--- src/rtl/pf66_pkg.sv ---
// ----------------------------------------------------------------------------
// pf66_pkg
// Shared types, constants and character helpers for the 6x6 Playfair encoder.
// ----------------------------------------------------------------------------
package pf66_pkg;

  // square geometry
  localparam int SQ_SIDE    = 6;
  localparam int CELL_COUNT = SQ_SIDE * SQ_SIDE;
  localparam int SYM_W      = $clog2(CELL_COUNT);
  localparam int RC_W       = $clog2(SQ_SIDE);
  localparam int POS_W      = 2 * RC_W;
  localparam int CHAR_W     = 8;
  localparam int ACT_W      = 2;

  // symbol alphabet: letters first, then digits
  localparam int LETTER_COUNT = 26;

  localparam logic [CHAR_W-1:0] ASCII_UA = 8'h41;
  localparam logic [CHAR_W-1:0] ASCII_UZ = 8'h5A;
  localparam logic [CHAR_W-1:0] ASCII_LA = 8'h61;
  localparam logic [CHAR_W-1:0] ASCII_LZ = 8'h7A;
  localparam logic [CHAR_W-1:0] ASCII_D0 = 8'h30;
  localparam logic [CHAR_W-1:0] ASCII_D9 = 8'h39;
  localparam logic [CHAR_W-1:0] ASCII_X  = 8'h58;

  // pad symbol index for an odd leftover
  localparam logic [SYM_W-1:0] PAD_SYM = SYM_W'(ASCII_X - ASCII_UA);
  localparam logic [SYM_W-1:0] LAST_SYM = SYM_W'(CELL_COUNT - 1);

  // input actions
  typedef enum logic [ACT_W-1:0] {
    ACT_KEY_CHAR = 2'd0,
    ACT_KEY_END  = 2'd1,
    ACT_MSG_CHAR = 2'd2,
    ACT_MSG_END  = 2'd3
  } action_t;

  // filtered character
  typedef struct packed {
    logic             ok;
    logic [SYM_W-1:0] idx;
  } sym_t;

  // controller to datapath
  typedef struct packed {
    logic place_key;
    logic sweep_clr;
    logic place_sweep;
    logic set_kc;
    logic hold_load;
    logic hold_clr;
    logic q_load;
    logic q_pad;
    logic pos_rd_p;
    logic pos_rd_q;
    logic cell_rd1;
    logic cell_rd2;
    logic out_load1;
    logic out_load2;
  } dp_cmd_t;

  // datapath to controller
  typedef struct packed {
    logic key_complete;
    logic sym_ok;
    logic held_valid;
    logic sweep_last;
    logic out_free;
  } dp_sts_t;

  // keep letters and digits, fold lower case, map to symbol index
  function automatic sym_t filter_char(logic [CHAR_W-1:0] c);
    sym_t              s;
    logic [CHAR_W-1:0] d;
    s.ok  = 1'b0;
    s.idx = '0;
    d     = '0;
    if (c >= ASCII_LA && c <= ASCII_LZ) begin
      d     = c - ASCII_LA;
      s.ok  = 1'b1;
      s.idx = d[SYM_W-1:0];
    end else if (c >= ASCII_UA && c <= ASCII_UZ) begin
      d     = c - ASCII_UA;
      s.ok  = 1'b1;
      s.idx = d[SYM_W-1:0];
    end else if (c >= ASCII_D0 && c <= ASCII_D9) begin
      d     = c - ASCII_D0 + CHAR_W'(LETTER_COUNT);
      s.ok  = 1'b1;
      s.idx = d[SYM_W-1:0];
    end
    return s;
  endfunction

  // symbol index back to ascii
  function automatic logic [CHAR_W-1:0] char_of_sym(logic [SYM_W-1:0] idx);
    logic [CHAR_W-1:0] wide;
    wide = CHAR_W'(idx);
    if (wide < CHAR_W'(LETTER_COUNT)) begin
      return ASCII_UA + wide;
    end
    return ASCII_D0 + wide - CHAR_W'(LETTER_COUNT);
  endfunction

  // cell address from row and column
  function automatic logic [SYM_W-1:0] cell_addr(logic [RC_W-1:0] row,
                                                  logic [RC_W-1:0] col);
    return SYM_W'(row) * SYM_W'(SQ_SIDE) + SYM_W'(col);
  endfunction

endpackage

--- src/rtl/pf66_in_if.sv ---
// ----------------------------------------------------------------------------
// pf66_in_if
// Input channel: action code and character, valid/ready handshake.
// ----------------------------------------------------------------------------
interface pf66_in_if;
  logic                          valid;
  logic                          ready;
  logic [pf66_pkg::ACT_W-1:0]    action;
  logic [pf66_pkg::CHAR_W-1:0]   char_in;

  modport source (output valid, action, char_in, input ready);
  modport sink   (input valid, action, char_in, output ready);
endinterface

--- src/rtl/pf66_out_if.sv ---
// ----------------------------------------------------------------------------
// pf66_out_if
// Result channel: cipher character and pair marker, valid/ready handshake.
// ----------------------------------------------------------------------------
interface pf66_out_if;
  logic                          valid;
  logic                          ready;
  logic [pf66_pkg::CHAR_W-1:0]   cipher_char;
  logic                          last_of_pair;

  modport source (output valid, cipher_char, last_of_pair, input ready);
  modport sink   (input valid, cipher_char, last_of_pair, output ready);
endinterface

--- src/rtl/pf66_ram.sv ---
// ----------------------------------------------------------------------------
// pf66_ram
// Generic single-write, single-read RAM with registered, enabled read.
// ----------------------------------------------------------------------------
module pf66_ram #(
  parameter int WIDTH = 8,
  parameter int DEPTH = 36
) (
  input  logic                     clk,
  input  logic                     we,
  input  logic [$clog2(DEPTH)-1:0] waddr,
  input  logic [WIDTH-1:0]         wdata,
  input  logic                     re,
  input  logic [$clog2(DEPTH)-1:0] raddr,
  output logic [WIDTH-1:0]         rdata
);

  logic [WIDTH-1:0] mem_r [DEPTH];
  logic [WIDTH-1:0] rdata_r;

  // write port
  always_ff @(posedge clk) begin
    if (we) begin
      mem_r[waddr] <= wdata;
    end
  end

  // read port, data held while not enabled
  always_ff @(posedge clk) begin
    if (re) begin
      rdata_r <= mem_r[raddr];
    end
  end

  assign rdata = rdata_r;

endmodule

--- src/rtl/pf66_datapath.sv ---
// ----------------------------------------------------------------------------
// pf66_datapath
// Key square storage, symbol placement, pair lookup and result register.
// ----------------------------------------------------------------------------
module pf66_datapath (
  input  logic                        clk,
  input  logic                        rst_n,
  input  logic [pf66_pkg::CHAR_W-1:0] char_in,
  input  pf66_pkg::dp_cmd_t           cmd,
  output pf66_pkg::dp_sts_t           sts,
  input  logic                        out_ready,
  output logic                        out_valid,
  output logic [pf66_pkg::CHAR_W-1:0] out_char,
  output logic                        out_last
);

  localparam int SYM_W = pf66_pkg::SYM_W;
  localparam int RC_W  = pf66_pkg::RC_W;
  localparam int POS_W = pf66_pkg::POS_W;

  // state
  logic [SYM_W-1:0]               fill_count_r;
  logic [RC_W-1:0]                fill_row_r;
  logic [RC_W-1:0]                fill_col_r;
  logic [pf66_pkg::CELL_COUNT-1:0] present_r;
  logic                           key_complete_r;
  logic [SYM_W-1:0]               held_sym_r;
  logic                           held_valid_r;
  logic [SYM_W-1:0]               q_sym_r;
  logic [SYM_W-1:0]               sweep_r;
  logic [POS_W-1:0]               p_pos_r;
  logic [POS_W-1:0]               q_pos_r;
  logic                           out_valid_r;
  logic [pf66_pkg::CHAR_W-1:0]    out_char_r;
  logic                           out_last_r;

  // memory ports
  pf66_pkg::sym_t   in_sym;
  logic [SYM_W-1:0] place_sym;
  logic             do_place;
  logic [POS_W-1:0] pos_rdata;
  logic [SYM_W-1:0] pos_raddr;
  logic [SYM_W-1:0] cell_rdata;
  logic [SYM_W-1:0] cell_raddr;
  logic             fill_open;

  assign in_sym = pf66_pkg::filter_char(char_in);

  // placement of a key symbol or a sweep symbol into the next free cell
  assign place_sym = cmd.place_sweep ? sweep_r : in_sym.idx;
  assign fill_open = (fill_count_r != pf66_pkg::LAST_SYM) ||
                     !(fill_row_r == RC_W'(pf66_pkg::SQ_SIDE - 1) &&
                       fill_col_r == RC_W'(pf66_pkg::SQ_SIDE)) ;
  assign do_place  = (cmd.place_key || cmd.place_sweep) && !present_r[place_sym] &&
                     (32'(fill_count_r) < pf66_pkg::CELL_COUNT) && fill_open;

  // lookup addresses
  assign pos_raddr  = cmd.pos_rd_p ? held_sym_r : q_sym_r;
  assign cell_raddr = cmd.cell_rd1 ?
                      pf66_pkg::cell_addr(p_pos_r[POS_W-1:RC_W], pos_rdata[RC_W-1:0]) :
                      pf66_pkg::cell_addr(q_pos_r[POS_W-1:RC_W], p_pos_r[RC_W-1:0]);

  // symbol to {row, col}
  pf66_ram #(
    .WIDTH (POS_W),
    .DEPTH (pf66_pkg::CELL_COUNT)
  ) u_pos_ram (
    .clk   (clk),
    .we    (do_place),
    .waddr (place_sym),
    .wdata ({fill_row_r, fill_col_r}),
    .re    (cmd.pos_rd_p || cmd.pos_rd_q),
    .raddr (pos_raddr),
    .rdata (pos_rdata)
  );

  // cell to symbol
  pf66_ram #(
    .WIDTH (SYM_W),
    .DEPTH (pf66_pkg::CELL_COUNT)
  ) u_cell_ram (
    .clk   (clk),
    .we    (do_place),
    .waddr (fill_count_r),
    .wdata (place_sym),
    .re    (cmd.cell_rd1 || cmd.cell_rd2),
    .raddr (cell_raddr),
    .rdata (cell_rdata)
  );

  // key fill state
  always_ff @(posedge clk) begin
    if (!rst_n) begin
      fill_count_r   <= '0;
      fill_row_r     <= '0;
      fill_col_r     <= '0;
      present_r      <= '0;
      key_complete_r <= 1'b0;
      sweep_r        <= '0;
    end else begin
      if (do_place) begin
        fill_count_r         <= fill_count_r + 1'b1;
        present_r[place_sym] <= 1'b1;
        if (fill_col_r == RC_W'(pf66_pkg::SQ_SIDE - 1)) begin
          fill_col_r <= '0;
          fill_row_r <= fill_row_r + 1'b1;
        end else begin
          fill_col_r <= fill_col_r + 1'b1;
        end
      end
      if (cmd.sweep_clr) begin
        sweep_r <= '0;
      end else if (cmd.place_sweep) begin
        sweep_r <= sweep_r + 1'b1;
      end
      if (cmd.set_kc) begin
        key_complete_r <= 1'b1;
      end
    end
  end

  // held character and pending pair
  always_ff @(posedge clk) begin
    if (!rst_n) begin
      held_valid_r <= 1'b0;
      held_sym_r   <= '0;
    end else begin
      if (cmd.hold_load) begin
        held_sym_r   <= in_sym.idx;
        held_valid_r <= 1'b1;
      end else if (cmd.hold_clr) begin
        held_valid_r <= 1'b0;
      end
    end
  end

  // second symbol of the pair and looked-up positions
  always_ff @(posedge clk) begin
    if (cmd.q_load) begin
      q_sym_r <= in_sym.idx;
    end else if (cmd.q_pad) begin
      q_sym_r <= pf66_pkg::PAD_SYM;
    end
    if (cmd.pos_rd_q) begin
      p_pos_r <= pos_rdata;
    end
    if (cmd.cell_rd1) begin
      q_pos_r <= pos_rdata;
    end
  end

  // result register
  always_ff @(posedge clk) begin
    if (!rst_n) begin
      out_valid_r <= 1'b0;
    end else if (cmd.out_load1 || cmd.out_load2) begin
      out_valid_r <= 1'b1;
    end else if (out_ready) begin
      out_valid_r <= 1'b0;
    end
  end

  always_ff @(posedge clk) begin
    if (cmd.out_load1 || cmd.out_load2) begin
      out_char_r <= pf66_pkg::char_of_sym(cell_rdata);
      out_last_r <= cmd.out_load2;
    end
  end

  assign out_valid = out_valid_r;
  assign out_char  = out_char_r;
  assign out_last  = out_last_r;

  // status
  assign sts.key_complete = key_complete_r;
  assign sts.sym_ok       = in_sym.ok;
  assign sts.held_valid   = held_valid_r;
  assign sts.sweep_last   = (sweep_r == pf66_pkg::LAST_SYM);
  assign sts.out_free     = !out_valid_r || out_ready;

endmodule

--- src/rtl/pf66_ctrl.sv ---
// ----------------------------------------------------------------------------
// pf66_ctrl
// Sequencer: accepts actions, runs the end-of-key sweep and the pair lookup.
// ----------------------------------------------------------------------------
module pf66_ctrl (
  input  logic                       clk,
  input  logic                       rst_n,
  input  logic                       in_valid,
  input  logic [pf66_pkg::ACT_W-1:0] in_action,
  output logic                       in_ready,
  input  pf66_pkg::dp_sts_t          sts,
  output pf66_pkg::dp_cmd_t          cmd
);

  typedef enum logic [2:0] {
    ST_IDLE,
    ST_FILL,
    ST_POS_P,
    ST_POS_Q,
    ST_CELL,
    ST_OUT1,
    ST_OUT2
  } state_t;

  state_t            state_r;
  state_t            state_nxt;
  pf66_pkg::action_t act;
  logic              acc;

  assign act      = pf66_pkg::action_t'(in_action);
  assign in_ready = (state_r == ST_IDLE);
  assign acc      = in_valid && in_ready;

  // commands and next state
  always_comb begin
    cmd       = '0;
    state_nxt = state_r;
    unique case (state_r)
      ST_IDLE: begin
        if (acc) begin
          unique case (act)
            pf66_pkg::ACT_KEY_CHAR: begin
              cmd.place_key = !sts.key_complete && sts.sym_ok;
            end
            pf66_pkg::ACT_KEY_END: begin
              if (!sts.key_complete) begin
                cmd.sweep_clr = 1'b1;
                state_nxt     = ST_FILL;
              end
            end
            pf66_pkg::ACT_MSG_CHAR: begin
              if (sts.key_complete && sts.sym_ok) begin
                if (!sts.held_valid) begin
                  cmd.hold_load = 1'b1;
                end else begin
                  cmd.hold_clr = 1'b1;
                  cmd.q_load   = 1'b1;
                  state_nxt    = ST_POS_P;
                end
              end
            end
            pf66_pkg::ACT_MSG_END: begin
              cmd.hold_clr = 1'b1;
              if (sts.key_complete && sts.held_valid) begin
                cmd.q_pad = 1'b1;
                state_nxt = ST_POS_P;
              end
            end
            default: ;
          endcase
        end
      end
      ST_FILL: begin
        cmd.place_sweep = 1'b1;
        if (sts.sweep_last) begin
          cmd.set_kc = 1'b1;
          state_nxt  = ST_IDLE;
        end
      end
      ST_POS_P: begin
        cmd.pos_rd_p = 1'b1;
        state_nxt    = ST_POS_Q;
      end
      ST_POS_Q: begin
        cmd.pos_rd_q = 1'b1;
        state_nxt    = ST_CELL;
      end
      ST_CELL: begin
        cmd.cell_rd1 = 1'b1;
        state_nxt    = ST_OUT1;
      end
      ST_OUT1: begin
        if (sts.out_free) begin
          cmd.out_load1 = 1'b1;
          cmd.cell_rd2  = 1'b1;
          state_nxt     = ST_OUT2;
        end
      end
      ST_OUT2: begin
        if (sts.out_free) begin
          cmd.out_load2 = 1'b1;
          state_nxt     = ST_IDLE;
        end
      end
      default: state_nxt = ST_IDLE;
    endcase
  end

  // state register
  always_ff @(posedge clk) begin
    if (!rst_n) begin
      state_r <= ST_IDLE;
    end else begin
      state_r <= state_nxt;
    end
  end

endmodule

--- src/rtl/playfair_6x6_encoder_top.sv ---
// ----------------------------------------------------------------------------
// playfair_6x6_encoder_top
// Playfair-style encoder on a 6x6 key square of letters and digits.
//
//   channel  | dir | handshake        | payload
//   ---------+-----+------------------+---------------------------------
//   in_ch    | in  | valid / ready    | action[1:0], char_in[7:0]
//   out_ch   | out | valid / ready    | cipher_char[7:0], last_of_pair
//
// Key characters, and message characters that do not complete a pair, are
// taken in the idle state. The first end of key starts a sweep over all
// symbols, one symbol per cycle; a repeated one starts no sweep. A completed
// pair, or an end of message that pads a leftover, reads both positions and
// then both cells, set by the single read port of the position and square
// memories, and waits while the result channel stalls. Reset is synchronous
// and needs no clearing pass; memories are read only once the key is complete.
// ----------------------------------------------------------------------------
module playfair_6x6_encoder_top (
  input  logic              clk,
  input  logic              rst_n,
  pf66_in_if.sink           in_ch,
  pf66_out_if.source        out_ch
);

  pf66_pkg::dp_cmd_t cmd;
  pf66_pkg::dp_sts_t sts;

  // sequencer
  pf66_ctrl u_ctrl (
    .clk       (clk),
    .rst_n     (rst_n),
    .in_valid  (in_ch.valid),
    .in_action (in_ch.action),
    .in_ready  (in_ch.ready),
    .sts       (sts),
    .cmd       (cmd)
  );

  // square storage and lookup
  pf66_datapath u_dp (
    .clk       (clk),
    .rst_n     (rst_n),
    .char_in   (in_ch.char_in),
    .cmd       (cmd),
    .sts       (sts),
    .out_ready (out_ch.ready),
    .out_valid (out_ch.valid),
    .out_char  (out_ch.cipher_char),
    .out_last  (out_ch.last_of_pair)
  );

  // key stays complete until reset
  a_kc_sticky: assert property (@(posedge clk) disable iff (!rst_n)
    sts.key_complete |=> sts.key_complete)
    else $error("key complete flag dropped");

  // result register only loaded when free
  a_out_free: assert property (@(posedge clk) disable iff (!rst_n)
    (cmd.out_load1 || cmd.out_load2) |-> sts.out_free)
    else $error("result overwritten before transaction");

  // sweep only runs before key completion
  a_sweep_once: assert property (@(posedge clk) disable iff (!rst_n)
    cmd.place_sweep |-> !sts.key_complete)
    else $error("sweep after key complete");

  // second result follows a first one
  a_pair_order: assert property (@(posedge clk) disable iff (!rst_n)
    cmd.out_load2 |-> $past(cmd.out_load1) || out_ch.valid)
    else $error("second result without first");

endmodule
--- src/flat_wrapper.sv ---
// flat-port wrapper written by rule: the top's interface ports become plain ports
module playfair_6x6_encoder_top_flat 
  (clk, rst_n, in_ch_valid, in_ch_action, in_ch_char_in, in_ch_ready, out_ch_valid, out_ch_cipher_char, out_ch_last_of_pair, out_ch_ready);
  pf66_in_if in_ch_i ();
  pf66_out_if out_ch_i ();
  input  logic clk;
  input  logic rst_n;
  input wire logic [$bits(in_ch_i.valid)-1:0] in_ch_valid;
  input wire logic [$bits(in_ch_i.action)-1:0] in_ch_action;
  input wire logic [$bits(in_ch_i.char_in)-1:0] in_ch_char_in;
  output wire logic [$bits(in_ch_i.ready)-1:0] in_ch_ready;
  output wire logic [$bits(out_ch_i.valid)-1:0] out_ch_valid;
  output wire logic [$bits(out_ch_i.cipher_char)-1:0] out_ch_cipher_char;
  output wire logic [$bits(out_ch_i.last_of_pair)-1:0] out_ch_last_of_pair;
  input wire logic [$bits(out_ch_i.ready)-1:0] out_ch_ready;
  assign in_ch_i.valid = in_ch_valid;
  assign in_ch_i.action = in_ch_action;
  assign in_ch_i.char_in = in_ch_char_in;
  assign in_ch_ready = in_ch_i.ready;
  assign out_ch_valid = out_ch_i.valid;
  assign out_ch_cipher_char = out_ch_i.cipher_char;
  assign out_ch_last_of_pair = out_ch_i.last_of_pair;
  assign out_ch_i.ready = out_ch_ready;
  playfair_6x6_encoder_top u_core (.clk(clk), .rst_n(rst_n), .in_ch(in_ch_i), .out_ch(out_ch_i));
endmodule
--- config.mk ---
export PLATFORM = sky130hd
export DESIGN_NAME = playfair_6x6_encoder_top_flat
export DESIGN_NICKNAME = d
export VERILOG_FILES = /design/src/rtl/pf66_pkg.sv /design/src/rtl/pf66_in_if.sv /design/src/rtl/pf66_out_if.sv /design/src/rtl/pf66_ram.sv /design/src/rtl/pf66_datapath.sv /design/src/rtl/pf66_ctrl.sv /design/src/rtl/playfair_6x6_encoder_top.sv /design/src/flat_wrapper.sv
export SDC_FILE = /design/constraint.sdc
export NUM_CORES = 1
export LEC_CHECK = 0
export ABC_AREA = 1
export BUFFER_PORTS_ARGS = -buffer_cell sky130_fd_sc_hd__clkbuf_2
export CAP_MARGIN = 20
export CORE_ASPECT_RATIO = 1.75
export CORE_MARGIN = 1
export CORE_UTILIZATION = 55
export CTS_CLUSTER_SIZE = 30
export DETAILED_ROUTE_END_ITERATION = 10
export PLACE_DENSITY = 0.7
export SLEW_MARGIN = 20
export SYNTH_ARGS = -nofsm -noshare
export SYNTH_HDL_FRONTEND = slang
export SYNTH_SLANG_ARGS = --single-unit
export TNS_END_PERCENT = 5
--- constraint.sdc ---
create_clock -name clk -period 9.2 [get_ports clk]
set_clock_uncertainty 0.1 [all_clocks]
set_input_delay 1.38 -clock clk [delete_from_list [all_inputs] [get_ports clk]]
set_output_delay 1.38 -clock clk [all_outputs]
set_load 0.1 [all_outputs]
=== Yosys cells after proc, flatten, opt, wreduce, memory -nomap -nowiden ===
Memory sizes are Yosys's and may differ from the RTL's. A register that Yosys moved wholly into a read port is not among the register bits.
Index checks and enable logic that the tools add are counted.

* Equal/unequal tests: 23
* $mul: 2
* Muxes and demuxes: 57
* Bitwise logic cells: 2
* $lt $le $gt $ge: 10
* Add/sub/neg operators: 13
* Reduce and logical (&&, ||, !) cells: 30

{| class="wikitable"
|+ Operator list
! cell !! count
|-
| $or 36x36->36 || 1
|-
| $mux 3 || 10
|-
| $mux 6 || 5
|-
| $mux 1 || 24
|-
| $mux 7 || 3
|-
| $pmux 3 s7 || 1
|-
| $eq 3x3->1 const B || 6
|-
| $ge 8x7->1 const B || 2
|-
| $le 8x7->1 const B || 2
|-
| $mux 8 || 2
|-
| $add 6x1->6 const B || 2
|-
| $add 6x3->6 || 2
|-
| $logic_and 1x1->1 || 12
|-
| $mux 2 || 6
|-
| $ne 3x3->1 const B || 4
|-
| $sub 6x6->6 const B || 2
|-
| $mul 3x2->5 const B || 2
|-
| $pmux 3 s3 || 1
|-
| $reduce_and 9->1 || 1
|-
| $add 7x6->8 const A || 1
|-
| $ge 8x6->1 const B || 1
|-
| $le 8x6->1 const B || 1
|-
| $mux 4 || 2
|-
| $ne 2x1->1 const B || 4
|-
| 27 further kinds || 40
|}

* Memories kept: 2
* Logic and storage cells: 154
* Output and inout port bits: 11
* Bits of input ports: 14
* RAM bits: 432
* Register bits after elaboration: 93

{| class="wikitable"
|+ Memory list
! memory !! words !! width !! read ports !! clocked after Yosys merged registers in !! write ports !! line !! source
|-
| u_core.u_dp.u_cell_ram.mem_r || 36 || 6 || 1 || 1 || 1 || pf66_ram.sv:18 || <nowiki>logic [WIDTH-1:0] mem_r [DEPTH];</nowiki>
|-
| u_core.u_dp.u_pos_ram.mem_r || 36 || 6 || 1 || 1 || 1 || pf66_ram.sv:18 ||
|}

=== Depth between registers and ports, before layout ===
Gate-level depths: netlist of run 1.

* Word-level depth: 15
* Depth in mapped cells: 24
* Mapped depth without buffers: 22

=== Hierarchy ===
A second synthesis of run 1 with hierarchy kept.

* Cells, all modules: 2,325
* Area, all modules: 23,839.1 um^2

{| class="wikitable"
|+ Modules (own cells, without submodules)
! module !! area an instance (um^2) !! instances !! seq. area each (um^2) !! cells each
|-
| pf66_ram at u_core.u_dp.u_cell_ram || 9,047.4 || 1 || 6,666.4 || 769
|-
| pf66_ram at u_core.u_dp.u_pos_ram || 9,046.2 || 1 || 6,666.4 || 770
|-
| pf66_datapath || 5,207.5 || 1 || 1,981.9 || 696
|-
| pf66_ctrl || 538.0 || 1 || 60.1 || 90
|}

=== Worst setup path after synthesis of run 1 ===
No wires, ideal clock.

* Path kind: input port to flip-flop
* Start point: input port in_ch_char_in[1]
* End point: memory u_core.u_dp.u_cell_ram.mem_r[24][0] (netlist name) (enable)
* Arrival time: 4.113 ns
* Buffers on the path: 1
* Setup time: 0.350 ns
* Slack: 4.638 ns
* Required time: 8.750 ns
* Stages on the path: 19
* Cell sequence: inv_1 ha_1 o21ai_0 nand3_1 nand3_1 nand3_1 nand2_1 nand2_1 nor2_1 nand3_1 nand2_1 o21ai_1 nand2_1 nor2_4 nand2_2 inv_2 buf_4 nand2_1 nor2_1

* Elaborated cells between the ends (all ways): 30
* Those cells by class: 4 x add/sub; 6 x order compare; 11 x mux; 9 x reduce/logical

{| class="wikitable"
|+ RTL lines
! element !! line !! source
|-
| start: declaration || flat_wrapper.sv:10 || <nowiki>input wire logic [$bits(in_ch_i.char_in)-1:0] in_ch_char_in;</nowiki>
|-
| $sub 6x6->6, or another cell as far along || pf66_pkg.sv:88 || <nowiki>d = c - ASCII_D0 + CHAR_W'(LETTER_COUNT);</nowiki>
|-
| $add 6x5->6 or $logic_and 1x1->1 (tied branches) || pf66_pkg.sv:88, pf66_pkg.sv:87 ||
|-
| $mux 7 || pf66_pkg.sv:87 || <nowiki>end else if (c >= ASCII_D0 && c <= ASCII_D9) begin</nowiki>
|-
| $mux 7 || pf66_pkg.sv:83 || <nowiki>end else if (c >= ASCII_UA && c <= ASCII_UZ) begin</nowiki>
|-
| $mux 7 * || pf66_pkg.sv:79 || <nowiki>if (c >= ASCII_LA && c <= ASCII_LZ) begin</nowiki>
|-
| $mux 6 * || pf66_datapath.sv:50 || <nowiki>assign place_sym = cmd.place_sweep ? sweep_r : in_sym.idx;</nowiki>
|-
| net u_core.u_dp.place_sym[1] || pf66_datapath.sv:39 || <nowiki>logic [SYM_W-1:0] place_sym;</nowiki>
|-
| $bmux 1 s6 * || pf66_datapath.sv:54 || <nowiki>assign do_place = (cmd.place_key || cmd.place_sweep) && !present_r[place_sym] &&</nowiki>
|-
| $mux 1 (not written as such) * || pf66_datapath.sv:54 ||
|-
| $logic_not 1->1 * || pf66_datapath.sv:54 ||
|-
| $logic_and 1x1->1 * (2 in series) || pf66_datapath.sv:54 ||
|-
| $logic_and 1x1->1 * || pf66_datapath.sv:55 || <nowiki>(32'(fill_count_r) < pf66_pkg::CELL_COUNT) && fill_open;</nowiki>
|-
| $mux 1 * || pf66_ram.sv:23 || <nowiki>if (we) begin</nowiki>
|-
| $mux 1 (not written as such) * || pf66_ram.sv:24 || <nowiki>mem_r[waddr] <= wdata;</nowiki>
|-
| end: declaration || pf66_ram.sv:18 ||
|}

Mark *: on every way through the listed nets, which the timed path passes. The rest lies on a longest branch. The select of a mux whose other input is x is not followed.

=== Worst setup path after layout of run 1 ===
* Start point: input port in_ch_char_in[1]
* End point: memory u_core.u_dp.u_pos_ram.mem_r[16][1] (netlist name) (enable)

* Cells in the longest elaborated chain, start to end: 15
* Elaborated cells between the ends (all ways): 30
* Those cells by class: 4 x add/sub; 6 x order compare; 11 x mux; 9 x reduce/logical

{| class="wikitable"
|+ Ends and longest elaborated chain
! element !! line
|-
| branches (longest 4 deep; another with $sub 6x6->6) || -
|-
| $mux 7 * || pf66_pkg.sv:79
|-
| branches (longest 10 deep; another with $mux 6) || -
|-
| end: declaration || pf66_ram.sv:18
|}

Every way passes the cells marked *. The select of a mux whose other input is x is not followed.

==> results.json, run 1 <==
{
  "ant_nets": 0,
  "period_share_pct": 73.1,
  "drv_cap": 0,
  "port_buffers": 24,
  "utilization_pct": 60.8,
  "crit_fanout": 50,
  "grt_antenna_before_repair": 1,
  "coreArea_um2": 41600,
  "synth-edff-count": 468,
  "clockBufferDepth": 3,
  "hpwl_um": 39400,
  "vdd_drop_max_mv": 0.182,
  "cts_num_sinks": 534,
  "async_flop_share_pct": 0,
  "synth_cells": 2097,
  "syn_nets": 2143,
  "holdWs_ps": 364,
  "wl_um": 59700,
  "clockRootBuffer": "clkbuf_16",
  "dp_cells": 2598,
  "drc": 0,
  "vias": 16100,
  "grt_max_degree": 103,
  "synth_cell_types": 45,
  "crit_slowest_cell": "inv_2",
  "htreeDepth": 2,
  "synth_flop_cell": "edfxtp_1",
  "firstDrtPassIters": 5,
  "die_y_um": 273,
  "critPathArrivalTime_ps": 6820,
  "cp-end-kind": "flip-flop",
  "cts_hold_buf": 0,
  "rsz0062_at_grt": "no",
  "overflow": 0,
  "cp_slowest_stage_delay_ps": 700,
  "synthTopCellsByArea": "edfxtp_1 (61%), dfxtp_1 (5.7%), o21ai_0 (5.5%), nor2_1 (5.4%), nand2_1 (3.9%)",
  "synth_top_area_share_pct": 60.8,
  "setup_violations": 0,
  "synth_seq_area_share_pct": 66.5,
  "tritoncts": "done",
  "tns_ps": 0,
  "cp_cell_sequence": "clkbuf_2, inv_1, ha_1, o21ai_0, nand3_1, nand3_1, nand3_2, nand2_2, nand2_2, nand2_1, o21ai_0, nand2_1, nand2_1, nand3_1, nand2_1, nor2_4, buf_4, nand2_2, inv_2, nand2_1, nor2_1",
  "first_iter_violations": 1222,
  "cts_resized": 0,
  "avgSynthCellArea_um2": 11.0,
  "power_mw": 6.89,
  "drive_gt1_share_pct": 8.08,
  "postCtsSetupBuffers": 0,
  "synth_common_cells": "edfxtp_1 (468), nor2_1 (334), o21ai_0 (254)",
  "tightestPinTransition_ps": 1020,
  "hold_viol": 0,
  "hold_class": "reg -> reg",
  "wire_per_inst_um": 22.2,
  "clk_pin_slew_ps": 70,
  "grt_pass1_wl_um": 90300,
  "critPathRequiredTime_ps": 9300,
  "die_w_um": 157,
  "outcome": "completed",
  "leakage_nw": 8.84,
  "drv_slew": 0,
  "initial_utilization_pct": 55.5,
  "syn_area_um2": 23100,
  "final_nets": 2137,
  "fin_cells": 2684,
  "clk_latency_ps": 570,
  "synth-seq-cells": 534,
  "worst_setup_path_start_kind": "primary input",
  "routabilityCongestion": 0.966,
  "yosys_warnings": 0,
  "std_cell_rows": 99,
  "cts_made_buffers": 46,
  "via_per_inst": 6.00,
  "grtUsageTotal_pct": 28.4,
  "synth_top_area_cell": "edfxtp_1",
  "cp_common_cell": "nand2_1",
  "path_class": "in -> reg",
  "io_pins": 25,
  "synth_most_common_cell": "edfxtp_1",
  "grt_pass1_vias": 16100,
  "powerDensity_nw_per_um2": 272,
  "slew-limit-headroom_pct": 31.1,
  "area_growth_pct": 9.47,
  "fmax_mhz": 149,
  "period_needed_ps": 6720,
  "die_area_um2": 42900
}
==> per-stage QoR <==
step	area [µm²]	worst slack, ps
floorplan	23100	4640
global route	25300	2000
global placement	23700	2160
CTS	25300	2570
detailed placement	23700	1960
finish	25300	2480
==> worst max-delay path: cells and delay by family <==
family          cells  cell delay, ps
fa+ha+maj           1             270
buf+inv             4            1370
simple gates       14            3470
compound gates      2             290
==> kinds of logic after synthesis <==
logic type	share of synthesized area [%]
compound gates	13.1
xor+xnor	0.606
fa+ha+maj	1.86
buf+inv	3.91
flops	66.5
other cells	0.0162
simple gates	14.0
==> flip-flops by register name, summed over array words and instances, names as in the netlist, 6 cells and up <==
name	cells
u_core.u_dp.q_sym_r	6
u_core.u_dp.sweep_r	6
u_core.u_dp.out_char	8
u_core.u_dp.fill_count_r	6
u_core.u_dp.u_cell_ram.mem_r	216
u_core.u_dp.u_cell_ram.rdata	6
u_core.u_dp.present_r	36
u_core.u_dp.p_pos_r	6
u_core.u_dp.u_pos_ram.mem_r	216
u_core.u_dp.u_pos_ram.rdata	6
u_core.u_dp.held_sym_r	6
==> metal layers <==
metal	GRT usage (%)	share of wire [%]
met1	29.9	34
met2	50.6	52
met3	3.99	5.5
met4	22.3	8.3
met5	0	0.018
==> power by group <==
part           internal, mW  switching, mW  leakage (nW)
Clock                  1.16          0.862         0.765
Sequential             2.86         0.0505          4.99
Combinational         0.440           1.52          3.09
==> layout make-up <==
class	count	area, µm²
multi-input combinational	1332	6860
clock buffer	56	1230
clock inverter	29	344
timing repair buffer	50	315
inverter	127	477
fill	3379	16300
sequential	534	15400
tap	555	694
antenna	1	2.50
==> placed cells by master, fill, tap and decap left out, types with 5 or more instances in the layout <==
cell	count
edfxtp_1	468
nor2_1	334
o21ai_0	253
nand2_1	238
nand3_1	147
inv_1	114
a21oi_1	70
dfxtp_1	65
o221ai_1	58
clkbuf_16	47
o22ai_1	45
o211ai_1	39
ha_1	28
buf_4	26
clkbuf_2	24
o21bai_1	18
nand4_1	14
xor2_1	12
inv_2	11
nor3_1	11
nand2_2	10
or2_2	9
clkinv_2	9
clkbuf_1	7
bufinv_16	7
clkinv_1	6
o21ai_1	6
nand3_2	5
==> worst paths after layout <==
kind              slack [ps]                                 end  depth (start not counted)                 startpoint
setup reg to reg        2660  u_core.u_dp.u_pos_ram.mem_r[16][1]                         16   u_core.u_ctrl.state_r[1]
hold reg to reg          360           u_core.u_dp.present_r[34]                          2  u_core.u_dp.present_r[34]
setup / recovery        2480  u_core.u_dp.u_pos_ram.mem_r[16][1]                         21           in_ch_char_in[1]
hold / removal           360           u_core.u_dp.present_r[34]                          2  u_core.u_dp.present_r[34]
(Power assumes the default switching activity.)
==> run 2, diff against run 1 <==
- PLACE_DENSITY: 0.7 -> 0.73
- clock period: 9.2 -> 5.74 ns (I/O delays scaled with it)
==> results.json, run 2 (same netlist as run 1, synthesis figures left out) <==
{
  "layout_common_cells": "edfxtp_1 (468), nor2_1 (334), o21ai_0 (253)",
  "drv_cap": 0,
  "cts_hold_buf": 0,
  "clockBufferDepth": 3,
  "drive_gt1_share_pct": 7.76,
  "grt_pass1_vias": 16400,
  "clockRootBuffer": "clkbuf_16",
  "p_clk_share_pct": 28.7,
  "tns_ps": 0,
  "rsz0062_at_grt": "no",
  "final_nets": 2142,
  "port_buffers": 24,
  "drv_slew": 0,
  "worst_setup_path_start_kind": "primary input",
  "p_sw_share_pct": 35.1,
  "crit_fanout": 38,
  "setup_violations": 0,
  "grtUsageTotal_pct": 28.2,
  "cp-end-kind": "flip-flop",
  "path_class": "in -> reg",
  "htreeDepth": 2,
  "top_layer": "met5",
  "met2_length_um": 30900,
  "grt_antenna_before_repair": 2,
  "tritoncts": "done",
  "hold_viol": 0,
  "hold_class": "reg -> reg",
  "ant_nets": 0,
  "first_iter_violations": 1501,
  "period_share_pct": 78.2,
  "critPathRequiredTime_ps": 5850,
  "p_seq_share_pct": 42.8,
  "via_per_inst": 6.15,
  "fmax_mhz": 223,
  "met3_length_um": 3710,
  "intPower_mw": 7.08,
  "die_y_um": 273,
  "grt_max_degree": 109,
  "period_needed_ps": 4490,
  "final_common_cell": "edfxtp_1",
  "drc": 0,
  "vdd_drop_max_mv": 0.270,
  "firstDrtPassIters": 6,
  "outcome": "completed",
  "io_pins": 25,
  "wl_met1_um": 20300,
  "vias": 16500,
  "clk_latency_ps": 580,
  "reg_top3": "u_core.u_dp.u_cell_ram.mem_r x216, u_core.u_dp.u_pos_ram.mem_r x216, u_core.u_dp.present_r x36",
  "std_cell_rows": 99,
  "tightestPinTransition_ps": 1090,
  "p_sw_mw": 3.83,
  "holdWs_ps": 362,
  "cts_made_buffers": 46,
  "initial_utilization_pct": 55.5,
  "cts_resized": 0,
  "cts_num_sinks": 534,
  "overflow": 0,
  "leakage_nw": 8.82,
  "combPwrFrac_pct": 28.5,
  "clk_pin_slew_ps": 60,
  "postCtsSetupBuffers": 0,
  "slew-limit-headroom_pct": 27.5,
  "powerDensity_nw_per_um2": 432,
  "grt_pass1_wl_um": 90300,
  "coreArea_um2": 41600,
  "routabilityCongestion": 0.948,
  "wl_um": 59700,
  "area_growth_pct": 9.27,
  "wire_per_inst_um": 22.2,
  "critPathArrivalTime_ps": 4600,
  "die_w_um": 157,
  "hpwl_um": 39600,
  "die_area_um2": 42900
}
[run 2: final timing paths]
kind / startpoint / to / slack [ps] / cells after the start
max: in_ch_char_in[1] / u_core.u_dp.u_pos_ram.mem_r[16][5] / 1250 / 21
min: u_core.u_dp.present_r[23] / u_core.u_dp.present_r[23] / 360 / 2
max reg2reg: u_core.u_ctrl.state_r[1] / u_core.u_dp.u_pos_ram.mem_r[16][5] / 1600 / 17
min reg2reg: u_core.u_dp.present_r[23] / u_core.u_dp.present_r[23] / 360 / 2
[run 2: power by group through the flow]
stage | sequential (mW) | clock [mW] | combinational [mW]
finish | 4.67 | 3.13 | 3.11
global route | 4.68 | 3.30 | 3.33
global placement | 4.75 | 0 | 2.99
CTS | 4.67 | 3.15 | 3.07
floorplan | 4.82 | 0 | 1.90
detailed placement | 4.75 | 0 | 3.05
[run 2: critical path, cell delays in order]
cell and delay (ps):
clkbuf_2 120, inv_1 170, ha_1 280, nand3_1 110
nand2_1 90, nand2_2 80, nand2_1 80, nand2_1 100
a21oi_2 190, nand2_1 70, o21ai_1 130, inv_2 320
nand2_1 230, nor2_1 100, o21ai_1 110, nand2_1 100
nor2_4 100, nand2_2 60, inv_2 350, nand2_1 390
nor2_1 500
[run 2: cell type report]
type / instances / area, µm²
fill: 3396 / 16400
sequential: 534 / 15400
multi-input combinational: 1332 / 6850
clock buffer: 59 / 1220
tap: 555 / 694
inverter: 127 / 477
timing repair buffer: 55 / 353
clock inverter: 20 / 278
antenna: 1 / 2.50
[run 2: layer usage]
layer	up-vias	GRT usage [%]
met5	-	0
met4	2	22.4
met3	255	3.75
met2	841	49.9
met1	7873	29.9
li1	7534	-
[run 2: metrics by stage]
stage                     power, mW  util [%]  std cells  worst slack, ps  area [µm²]
after floorplan                6.72         -       2097             1700       23100
after global placement         7.74      57.1       2603              902       23700
after detailed placement       7.80      57.1       2603              674       23700
after CTS                      10.9      60.7       2682             1260       25200
after global routing           11.3      60.7       2682              952       25300
final                          10.9      60.7       2683             1250       25300
==> run 3, diff against run 2 <==
- clock period: 5.74 -> 3.6 ns (I/O delays scaled with it)
==> results.json, run 3 (same netlist as run 1, synthesis figures left out) <==
{
  "cts_hold_buf": 0,
  "leakage_nw": 9.56,
  "clockBufferDepth": 3,
  "grt_pass1_vias": 17000,
  "tns_ps": 0,
  "crit_buf_inv": 2,
  "critPathRequiredTime_ps": 3820,
  "grt_antenna_before_repair": 1,
  "hold_class": "in -> reg",
  "drive_gt1_share_pct": 13.5,
  "cts_made_buffers": 46,
  "grtUsageTotal_pct": 29.6,
  "clockRootBuffer": "clkbuf_16",
  "routabilityCongestion": 0.930,
  "port_buffers": 24,
  "power_mw": 17.8,
  "dp_cells": 2738,
  "via_per_inst": 5.97,
  "worst_setup_path_start_kind": "flip-flop",
  "combPwrFrac_pct": 30.1,
  "wl_um": 61600,
  "final_nets": 2277,
  "wire_per_inst_um": 21.8,
  "vdd_drop_max_mv": 0.413,
  "p_sw_mw": 6.28,
  "die_y_um": 273,
  "clk_latency_ps": 590,
  "firstDrtPassIters": 7,
  "first_iter_violations": 1582,
  "layout_common_cells": "edfxtp_1 (468), nor2_1 (333), o21ai_0 (253)",
  "die_area_um2": 42900,
  "grt.busiest_layer": "met2",
  "final_common_cell": "edfxtp_1",
  "p_sw_share_pct": 35.4,
  "crit_fanout": 12,
  "fin_cells": 2822,
  "initial_utilization_pct": 55.5,
  "grtUsageMet1_pct": 30.5,
  "drc": 0,
  "overflow": 0,
  "use_met3_pct": 4.12,
  "tightestPinTransition_ps": 1020,
  "reg2reg_slack_ps": 180,
  "cp-end-kind": "flip-flop",
  "cts_resized": 0,
  "intPower_mw": 11.5,
  "crit_slowest_cell": "edfxtp_1",
  "rsz0062_at_grt": "no",
  "outcome": "completed",
  "grt_pass1_wl_um": 94100,
  "std_cell_rows": 99,
  "drv_slew": 0,
  "cp_slowest_stage_delay_ps": 460,
  "cts_num_sinks": 534,
  "cp_cell_sequence": "ha_1, inv_1, fa_1, or2_2, nand2_1, nand2_1, o21ai_0, inv_1, o211ai_1, nand3_1, nand3_1, nand2_1",
  "path_class": "reg -> reg",
  "p_seq_share_pct": 41.9,
  "reg_top3": "u_core.u_dp.u_cell_ram.mem_r x216, u_core.u_dp.u_pos_ram.mem_r x216, u_core.u_dp.present_r x36",
  "crit_family": "simple AND/OR/NAND/NOR gates",
  "hold_viol": 0,
  "area_growth_pct": 13.9,
  "postCtsSetupBuffers": 0,
  "period_share_pct": 94.9,
  "grt_max_degree": 67,
  "powerDensity_nw_per_um2": 675,
  "ant_nets": 0,
  "vias": 16800,
  "io_pins": 25,
  "fmax_mhz": 293,
  "hpwl_um": 42000,
  "setup_violations": 0,
  "slew-limit-headroom_pct": 31.4,
  "die_w_um": 157,
  "period_needed_ps": 3420,
  "drv_cap": 0,
  "critPathArrivalTime_ps": 3630,
  "htreeDepth": 2,
  "clk_pin_slew_ps": 60,
  "use_met2_pct": 53.0,
  "tritoncts": "done",
  "p_clk_share_pct": 28.0,
  "coreArea_um2": 41600,
  "cp_common_cell": "nand2_1"
}
run 3: final timing paths:
| check | to | cells after the start | startpoint |
|---|---|---|---|
| hold / removal | u_core.u_dp.fill_row_r[1] | 3 | rst_n |
| hold reg to reg | u_core.u_dp.present_r[26] | 2 | u_core.u_dp.present_r[26] |
| setup reg to reg | u_core.u_dp.u_cell_ram.rdata[5] | 12 | u_core.u_dp.q_pos_r[4] |
| setup / recovery | u_core.u_dp.u_cell_ram.rdata[5] | 12 | u_core.u_dp.q_pos_r[4] |
run 3: metal layers:
metal | vias up | wire [µm]
li1 | 7811 | -
met1 | 8084 | 20900
met2 | 697 | 31900
met3 | 247 | 3570
met4 | 0 | 5260
met5 | - | 0
run 3: area by class of cell:
cell class,instances,area [µm²]
fill,3230,15300
inverter,127,477
sequential,534,15400
antenna,1,2.50
clock inverter,30,300
multi-input combinational,1332,6860
tap,555,694
timing repair buffer,190,1430
clock buffer,53,1200
run 3: per-stage QoR:
stage | hold slack [ps] | setup WS [ps] | area [µm²] | utilization, %
2_1_floorplan | 321 | 31.0 | 23100 | -
3_3_place_gp | 349 | -100 | 24800 | 59.7
3_5_place_dp | 352 | -93.4 | 24800 | 59.7
4_1_cts | 340 | 186 | 26300 | 63.3
5_1_grt | 380 | 5.84 | 26300 | 63.3
6_report | 350 | 184 | 26300 | 63.3
run 3: tightest hold or removal path, stage by stage:
cell	delay (ps)
clkbuf_2	250
nand2_1	140
nor2_1	30
run 3: power by group through the flow:
stage                     combinational (mW)  sequential, mW  clock [mW]
after floorplan                         3.03            7.69           0
after global placement                  5.14            7.57           0
after detailed placement                5.24            7.58           0
after CTS                               5.27            7.44        5.02
after global routing                    5.74            7.46        5.23
final                                   5.36            7.45        4.97
